`config.mk`:
```
export PLATFORM = sky130hd
export DESIGN_NAME = c_escape_sequence_decoder
export DESIGN_NICKNAME = d
export VERILOG_FILES = /design/src/ced_pkg.sv /design/src/ced_decode.sv /design/src/c_escape_sequence_decoder.sv
export SDC_FILE = /design/constraint.sdc
export NUM_CORES = 1
export LEC_CHECK = 0
export ABC_CLOCK_PERIOD_IN_PS = 7850
export BUFFER_PORTS_ARGS = -buffer_cell sky130_fd_sc_hd__buf_4
export CAP_MARGIN = 20
export CORE_MARGIN = 2
export CORE_UTILIZATION = 40
export DETAILED_ROUTE_END_ITERATION = 10
export GPL_ROUTABILITY_DRIVEN = 0
export SYNTH_ARGS = -nofsm -noshare
export SYNTH_HDL_FRONTEND = slang
export SYNTH_SLANG_ARGS = --single-unit
```
`constraint.sdc`:
```
create_clock -name i_clk -period 7.85 [get_ports i_clk]
set_input_delay 1.57 -clock i_clk [delete_from_list [all_inputs] [get_ports i_clk]]
set_output_delay 1.57 -clock i_clk [all_outputs]
set_load 0.005 [all_outputs]
```
`src/ced_pkg.sv`:
```
// Shared types and codes for the C escape sequence decoder.
// No dependencies; imported by ced_decode and c_escape_sequence_decoder.
package ced_pkg;

    // Parse modes
    localparam logic [1:0] MODE_IDLE = 2'd0;
    localparam logic [1:0] MODE_ESC  = 2'd1;
    localparam logic [1:0] MODE_HEX  = 2'd2;
    localparam logic [1:0] MODE_OCT  = 2'd3;

    // Most words one character can produce
    localparam int unsigned MAX_RES = 3;

    // Character codes
    localparam logic [7:0] CH_BSLASH = 8'h5C;
    localparam logic [7:0] CH_X      = 8'h78;

    typedef struct packed {
        logic [1:0] mode;
        logic [8:0] value;
        logic [1:0] count;
    } t_state;

    typedef struct packed {
        logic       eos;
        logic       has_char;
        logic [7:0] ch;
    } t_result;

    typedef struct packed {
        logic [1:0]            num;
        t_result [MAX_RES-1:0] res;
    } t_dec_out;

endpackage

```
`src/ced_decode.sv`:
```
// Combinational decode of one character against the current parse state.
// Depends on ced_pkg for state, result and mode definitions.
module ced_decode (
    input  ced_pkg::t_state   i_state,
    input  logic [7:0]        i_ch,
    input  logic              i_last,
    output ced_pkg::t_state   o_state,
    output ced_pkg::t_dec_out o_out
);
    import ced_pkg::*;

    function automatic logic [4:0] hex_val(input logic [7:0] c);
        // bit 4 set means a valid digit
        if (c >= 8'h30 && c <= 8'h39) return {1'b1, c[3:0]};
        if ((c >= 8'h61 && c <= 8'h66) || (c >= 8'h41 && c <= 8'h46))
            return {1'b1, c[3:0] + 4'd9};
        return 5'd0;
    endfunction

    function automatic logic is_oct(input logic [7:0] c);
        return c[7:3] == 5'b00110;
    endfunction

    function automatic logic is_print(input logic [7:0] c);
        return (c >= 8'd32 && c < 8'd127) || (c >= 8'd8 && c < 8'd11);
    endfunction

    // Candidate words in order: two escape prefix words, one plain word,
    // two flush words.
    logic [7:0] e_ch [5];
    logic [4:0] e_v;
    t_state     st;
    logic       do_plain;
    logic [4:0] h;
    logic [8:0] nv;
    logic [1:0] nk;
    logic [1:0] n;
    t_dec_out   res;

    always_comb begin
        for (int i = 0; i < 5; i++) begin
            e_ch[i] = 8'd0;
        end
        e_v      = '0;
        st       = i_state;
        do_plain = 1'b0;
        h        = hex_val(i_ch);
        nv       = 9'd0;
        nk       = 2'd0;

        unique case (i_state.mode)
            MODE_IDLE: do_plain = 1'b1;
            MODE_ESC: begin
                st = '{mode: MODE_IDLE, value: 9'd0, count: 2'd0};
                e_v[0] = 1'b1;
                case (i_ch)
                    8'h6E:   e_ch[0] = 8'd10;   // n
                    8'h74:   e_ch[0] = 8'd9;    // t
                    8'h76:   e_ch[0] = 8'd11;   // v
                    8'h62:   e_ch[0] = 8'd8;    // b
                    8'h72:   e_ch[0] = 8'd13;   // r
                    8'h5C:   e_ch[0] = 8'd92;
                    8'h27:   e_ch[0] = 8'd39;
                    8'h22:   e_ch[0] = 8'd34;
                    CH_X: begin
                        e_v[0]  = 1'b0;
                        st.mode = MODE_HEX;
                    end
                    default: begin
                        if (is_oct(i_ch)) begin
                            e_v[0]   = 1'b0;
                            st.mode  = MODE_OCT;
                            st.value = {6'd0, i_ch[2:0]};
                            st.count = 2'd1;
                        end else begin
                            e_ch[0]  = CH_BSLASH;
                            do_plain = 1'b1;
                        end
                    end
                endcase
            end
            MODE_HEX: begin
                if (h[4]) begin
                    nv = {i_state.value[4:0], h[3:0]};
                    nk = i_state.count + 2'd1;
                    if (nk >= 2'd2) begin
                        e_v[0]  = 1'b1;
                        e_ch[0] = nv[7:0];
                        st      = '{mode: MODE_IDLE, value: 9'd0, count: 2'd0};
                    end else begin
                        st.value = nv;
                        st.count = nk;
                    end
                end else begin
                    e_v[0] = 1'b1;
                    if (i_state.count == 2'd0) begin
                        e_ch[0] = CH_BSLASH;
                        e_v[1]  = 1'b1;
                        e_ch[1] = CH_X;
                    end else begin
                        e_ch[0] = i_state.value[7:0];
                    end
                    st       = '{mode: MODE_IDLE, value: 9'd0, count: 2'd0};
                    do_plain = 1'b1;
                end
            end
            MODE_OCT: begin
                if (is_oct(i_ch)) begin
                    nv = {i_state.value[5:0], i_ch[2:0]};
                    nk = i_state.count + 2'd1;
                    if (nk == 2'd3) begin
                        e_v[0]  = 1'b1;
                        e_ch[0] = nv[7:0];
                        st      = '{mode: MODE_IDLE, value: 9'd0, count: 2'd0};
                    end else begin
                        st.value = nv;
                        st.count = nk;
                    end
                end else begin
                    e_v[0]   = 1'b1;
                    e_ch[0]  = i_state.value[7:0];
                    st       = '{mode: MODE_IDLE, value: 9'd0, count: 2'd0};
                    do_plain = 1'b1;
                end
            end
            default: do_plain = 1'b1;
        endcase

        // Plain character handling
        if (do_plain) begin
            if (i_ch == CH_BSLASH) begin
                st.mode = MODE_ESC;
            end else if (is_print(i_ch)) begin
                e_v[2]  = 1'b1;
                e_ch[2] = i_ch;
            end
        end

        // End of string: flush whatever escape is pending
        if (i_last) begin
            unique case (st.mode)
                MODE_IDLE: ;
                MODE_ESC: begin
                    e_v[3]  = 1'b1;
                    e_ch[3] = CH_BSLASH;
                end
                MODE_HEX: begin
                    e_v[3] = 1'b1;
                    if (st.count == 2'd0) begin
                        e_ch[3] = CH_BSLASH;
                        e_v[4]  = 1'b1;
                        e_ch[4] = CH_X;
                    end else begin
                        e_ch[3] = st.value[7:0];
                    end
                end
                MODE_OCT: begin
                    e_v[3]  = 1'b1;
                    e_ch[3] = st.value[7:0];
                end
                default: ;
            endcase
            st = '{mode: MODE_IDLE, value: 9'd0, count: 2'd0};
        end
    end

    // Pack candidates into at most three words; on the last character, tag the final one
    always_comb begin
        res = '0;
        n   = 2'd0;
        for (int i = 0; i < 5; i++) begin
            if (e_v[i] && n != 2'd3) begin
                res.res[n].ch       = e_ch[i];
                res.res[n].has_char = 1'b1;
                n                   = n + 2'd1;
            end
        end
        if (i_last) begin
            if (n == 2'd0) begin
                res.res[0].eos = 1'b1;
                n              = 2'd1;
            end else begin
                res.res[n - 2'd1].eos = 1'b1;
            end
        end
        res.num = n;
    end

    assign o_state = st;
    assign o_out   = res;

endmodule

```
`src/c_escape_sequence_decoder.sv`:
```
// Result words are written into a registered four-entry result queue before the output.
// Throughput: one character per cycle while each produces at most one word and the output
// accepts every word; words leave at one per cycle while i_m_tready is high, so bursts of
// two or three words from one character are set by the output side draining the queue.
// Reset (i_rst_n low, synchronous): parse state returns to idle, result queue empties.
// Depends on ced_pkg and ced_decode.
module c_escape_sequence_decoder (
    input  logic       i_clk,
    input  logic       i_rst_n,
    // input character stream
    input  logic       i_s_tvalid,
    output logic       o_s_tready,
    input  logic [7:0] i_s_tdata,   // [7:0] ch
    input  logic       i_s_tlast,   // last character of the string
    // decoded stream
    output logic       o_m_tvalid,
    input  logic       i_m_tready,
    output logic [7:0] o_m_tdata,   // [7:0] out_ch
    output logic       o_m_tuser,   // [0] has_char
    output logic       o_m_tlast    // end_of_string
);
    import ced_pkg::*;

    localparam int unsigned QDEPTH = 4;

    // parse state
    t_state   r_state;
    t_state   n_state;
    t_dec_out dec;

    // result queue: four entries, up to three pushed per character
    t_result    r_q [QDEPTH];
    logic [1:0] r_wr_ptr;
    logic [1:0] r_rd_ptr;
    logic [2:0] r_cnt;
    logic [2:0] n_cnt;
    logic       in_acc;
    logic       out_acc;

    ced_decode u_dec (
        .i_state (r_state),
        .i_ch    (i_s_tdata),
        .i_last  (i_s_tlast),
        .o_state (n_state),
        .o_out   (dec)
    );

    // room for a worst-case burst of three words
    assign o_s_tready = (r_cnt <= 3'd1);
    assign in_acc     = i_s_tvalid && o_s_tready;
    assign out_acc    = o_m_tvalid && i_m_tready;

    always_comb begin
        n_cnt = r_cnt;
        if (in_acc) n_cnt = n_cnt + {1'b0, dec.num};
        if (out_acc) n_cnt = n_cnt - 3'd1;
    end

    always_ff @(posedge i_clk) begin
        if (!i_rst_n) begin
            r_state  <= '{mode: MODE_IDLE, value: 9'd0, count: 2'd0};
            r_wr_ptr <= 2'd0;
            r_rd_ptr <= 2'd0;
            r_cnt    <= 3'd0;
        end else begin
            if (in_acc) begin
                r_state  <= n_state;
                r_wr_ptr <= r_wr_ptr + dec.num;
            end
            if (out_acc) r_rd_ptr <= r_rd_ptr + 2'd1;
            r_cnt <= n_cnt;
        end
    end

    // queue payload, no reset
    always_ff @(posedge i_clk) begin
        if (in_acc) begin
            for (int j = 0; j < MAX_RES; j++) begin
                if (2'(j) < dec.num) r_q[r_wr_ptr + 2'(j)] <= dec.res[j];
            end
        end
    end

    assign o_m_tvalid = (r_cnt != 3'd0);
    assign o_m_tdata  = r_q[r_rd_ptr].ch;
    assign o_m_tuser  = r_q[r_rd_ptr].has_char;
    assign o_m_tlast  = r_q[r_rd_ptr].eos;

endmodule
```
==> results.toml <==
[worst_setup_path]
crit_top_cell = "ha_1"
rrSetupSlack_ps = 1570
startpoint_type = "primary input"
reg2reg_depth = 26
arrival_ps = 7740
cp_max_fo = 9
crit_type = "primary input to register"
critPathSlowestCell = "or4b_4"
r2r-start = "r_state[12]"
r2r-end = "r_cnt[2]"
end_kind = "register"
crit_required_ps = 8080
crit_path_max_incr_delay_ps = 590

[cts]
cts_root_buf = "clkbuf_16"
path_clk_slew_ps = 50
cts.sink_count = 61
clk_latency_ps = 330
post_cts.repair.setup_buffers = 0
htreeDepth = 3
cts_tree = "yes"
cts.path.max_buffers = 2
cts_buffers = 9
ctsHoldBuffers = 0

[cells_and_area]
area_growth_pct = 14.51
drive_gt1_share_pct = 19.63
final_cell_mix = "nand2_1 (54), buf_4 (54), mux2i_1 (41)"
nNetsFinal = 676
fin_util_pct = 46.39
diodes = 0
fillers = 1335

[timing]
post-route-period-util_pct = 95.73
slew_viol_final = 0
fin_crit_ps = 7515
timing.fmax_ghz = 0.1331
setup_viol = 0
max-slew-margin-rel_pct = 39.17
finalClockSkew_ps = 3.578
hold_viol_final = 0
tightest_slew_ps = 909.1
fin_tns_setup_ps = 0

[global_route]
grt_antenna_before_repair = 0
grt_pass1_wl_um = 26670
track_usage_pct = 23.05
first_global_vias = 4962
grt_max_degree = 25
grt-ovfl-total = 0

[detailed_routing]
routed_wl_um = 16690
antenna_left = 0
wl_per_cell_um = 20.30
drtIter0Drc = 619
via_count = 5228
viasPerCell = 6.360
drc = 0
drtPass1Iterations = 9

[synthesis]
yosys_warnings = 0
ys.flop_type = "edfxtp_1"
async_flop_share_pct = 0
synthCells = 617
ys_types = 84
synth-edff-count = 40
synth_seq_cells = 61
synthesis.nets = 656
netlist_area_sq_um = 5580
seq_area_frac_synth_pct = 29.06
postSynthAreaPerCell_sq_um = 9.044

[floorplan]
core_area_sq_um = 13770
die_y_um = 122.1
rows = 43
ios = 25
start_util_pct = 40.52
fp.dieW_um = 122.1
dieArea_sq_um = 14910

[worst_hold_path]
min_to = "r_wr_ptr[1]"
min_path_type = "register to register"
hold_depth = 2
min-delay-start = "r_wr_ptr[1]"

[placed_design]
io_buffer_count = 24
hpwlAfterDp_um = 12880

[power_and_ir_drop]
clkPwrFrac_pct = 36.4
p_sw_uw = 326.4
combPwrFrac_pct = 26.9
p_leak_uw = 0.002208
cellPowerDensity_nw_per_um2 = 177.1
seq_power_share_pct = 36.6
totalPowerFinal_uw = 1132
internal-power_uw = 805.5
sw_frac_of_total_pct = 28.84
max-vdd-ir-drop_mv = 0.1243

[flow_run]
maxCapViolations = 0

[run_status]
status = "finished clean"
[per-layer routing]
layer  track usage, %  routed length [um]  vias to the layer above
li1                 -                   -                     2428
met1            28.82                6921                     2513
met2            39.91                8251                      253
met3            4.916                1158                       34
met4            6.753                 353                        0
met5                0                   0                        -
[through the flow]
step | worst slack [ps] | cell area, sq um | cells | hold WS, ps
floorplan | 43.39 | 5603 | 617 | 471.0
global placement | 95.55 | 6006 | 803 | 500.5
detailed placement | -293.1 | 6028 | 806 | 523.5
CTS | 19.68 | 6344 | 822 | 530.9
global route | -11.02 | 6390 | 822 | 567.9
finish | 335.2 | 6390 | 822 | 528.8
[power groups by stage]
stage / sequential (uW) / clock (uW) / combinational (uW)
after floorplan: 396 / 0 / 216
after global placement: 421 / 0 / 296
after detailed placement: 422 / 0 / 304
after CTS: 416 / 423 / 306
after global routing: 421 / 436 / 337
final: 415 / 413 / 305
[synth_stat cells (8+ instances only)]
cell type	instances	area (sq um)
and2_1	12	75.07
a21oi_1	22	110.1
o21ai_0	27	135.1
o21ai_1	13	65.06
mux4_2	10	225.2
nand2b_1	9	56.30
nor2_1	29	108.9
clkbuf_1	25	93.84
o211ai_1	8	60.06
nor3_1	18	90.09
dfxtp_1	21	420.4
a31oi_1	11	68.82
ha_1	24	300.3
nor2b_1	13	81.33
mux2i_1	41	410.4
inv_1	16	60.06
edfxtp_1	40	1201
buf_2	13	65.06
o32ai_1	17	148.9
a22oi_1	12	90.09
nand3_1	38	190.2
nand2_1	54	202.7
[worst max-delay path by stage]
| stage | slack [ps] | end | depth (start not counted) | start |
|---|---|---|---|---|
| after floorplan | 40 | r_cnt[2] | 30 | i_s_tdata[0] |
| after global placement | 100 | r_q[3][1] | 26 | i_s_tdata[1] |
| after detailed placement | -290 | r_cnt[2] | 31 | i_s_tdata[1] |
| after CTS | 20 | r_cnt[2] | 31 | i_s_tdata[1] |
| after global routing | -10 | r_cnt[2] | 31 | i_s_tdata[1] |
| final | 340 | r_cnt[2] | 28 | i_s_tdata[3] |
[worst max-delay path: cells and delay by family]
kind            cells  cell delay, ps
fa+ha+maj           6            1720
compound gates      7            1470
simple gates        9            2220
buf+inv             5             610
xor+xnor            1             160
[state kept, by name, summed over array words and instances, names as in the netlist, named ones only]
name and count:
r_rd_ptr 2, r_q 40, r_wr_ptr 2, r_cnt 3, r_state 12
[cell families (layout without fill, tap and decap cells)]
group           after synthesis  after routing  synth area share [%]
simple gates                224            224                 22.17
compound gates              177            177                 23.52
buf+inv                      63             88                 5.000
flops                        61             61                 29.06
mux                          57             57                 12.60
fa+ha+maj                    26             26                 6.099
xor+xnor                      9              9                 1.547
[final cells by class]
type / instances / area (sq um) / share of cell area (%)
repair buffers: 54 / 405.4 / 6.344
multi-input cells: 493 / 3755 / 58.76
clock inverters: 7 / 90.09 / 1.410
flip-flops and latches: 61 / 1622 / 25.38
clock buffers: 9 / 225.2 / 3.525
inverters: 18 / 67.56 / 1.057
well taps: 180 / 225.2 / 3.525
[what timing repair did]
item                       CTS  global route
gates resized for setup      0            11
setup endpoints to repair    0            30
hold endpoints to repair     0             0
(Power assumes the default switching activity.)
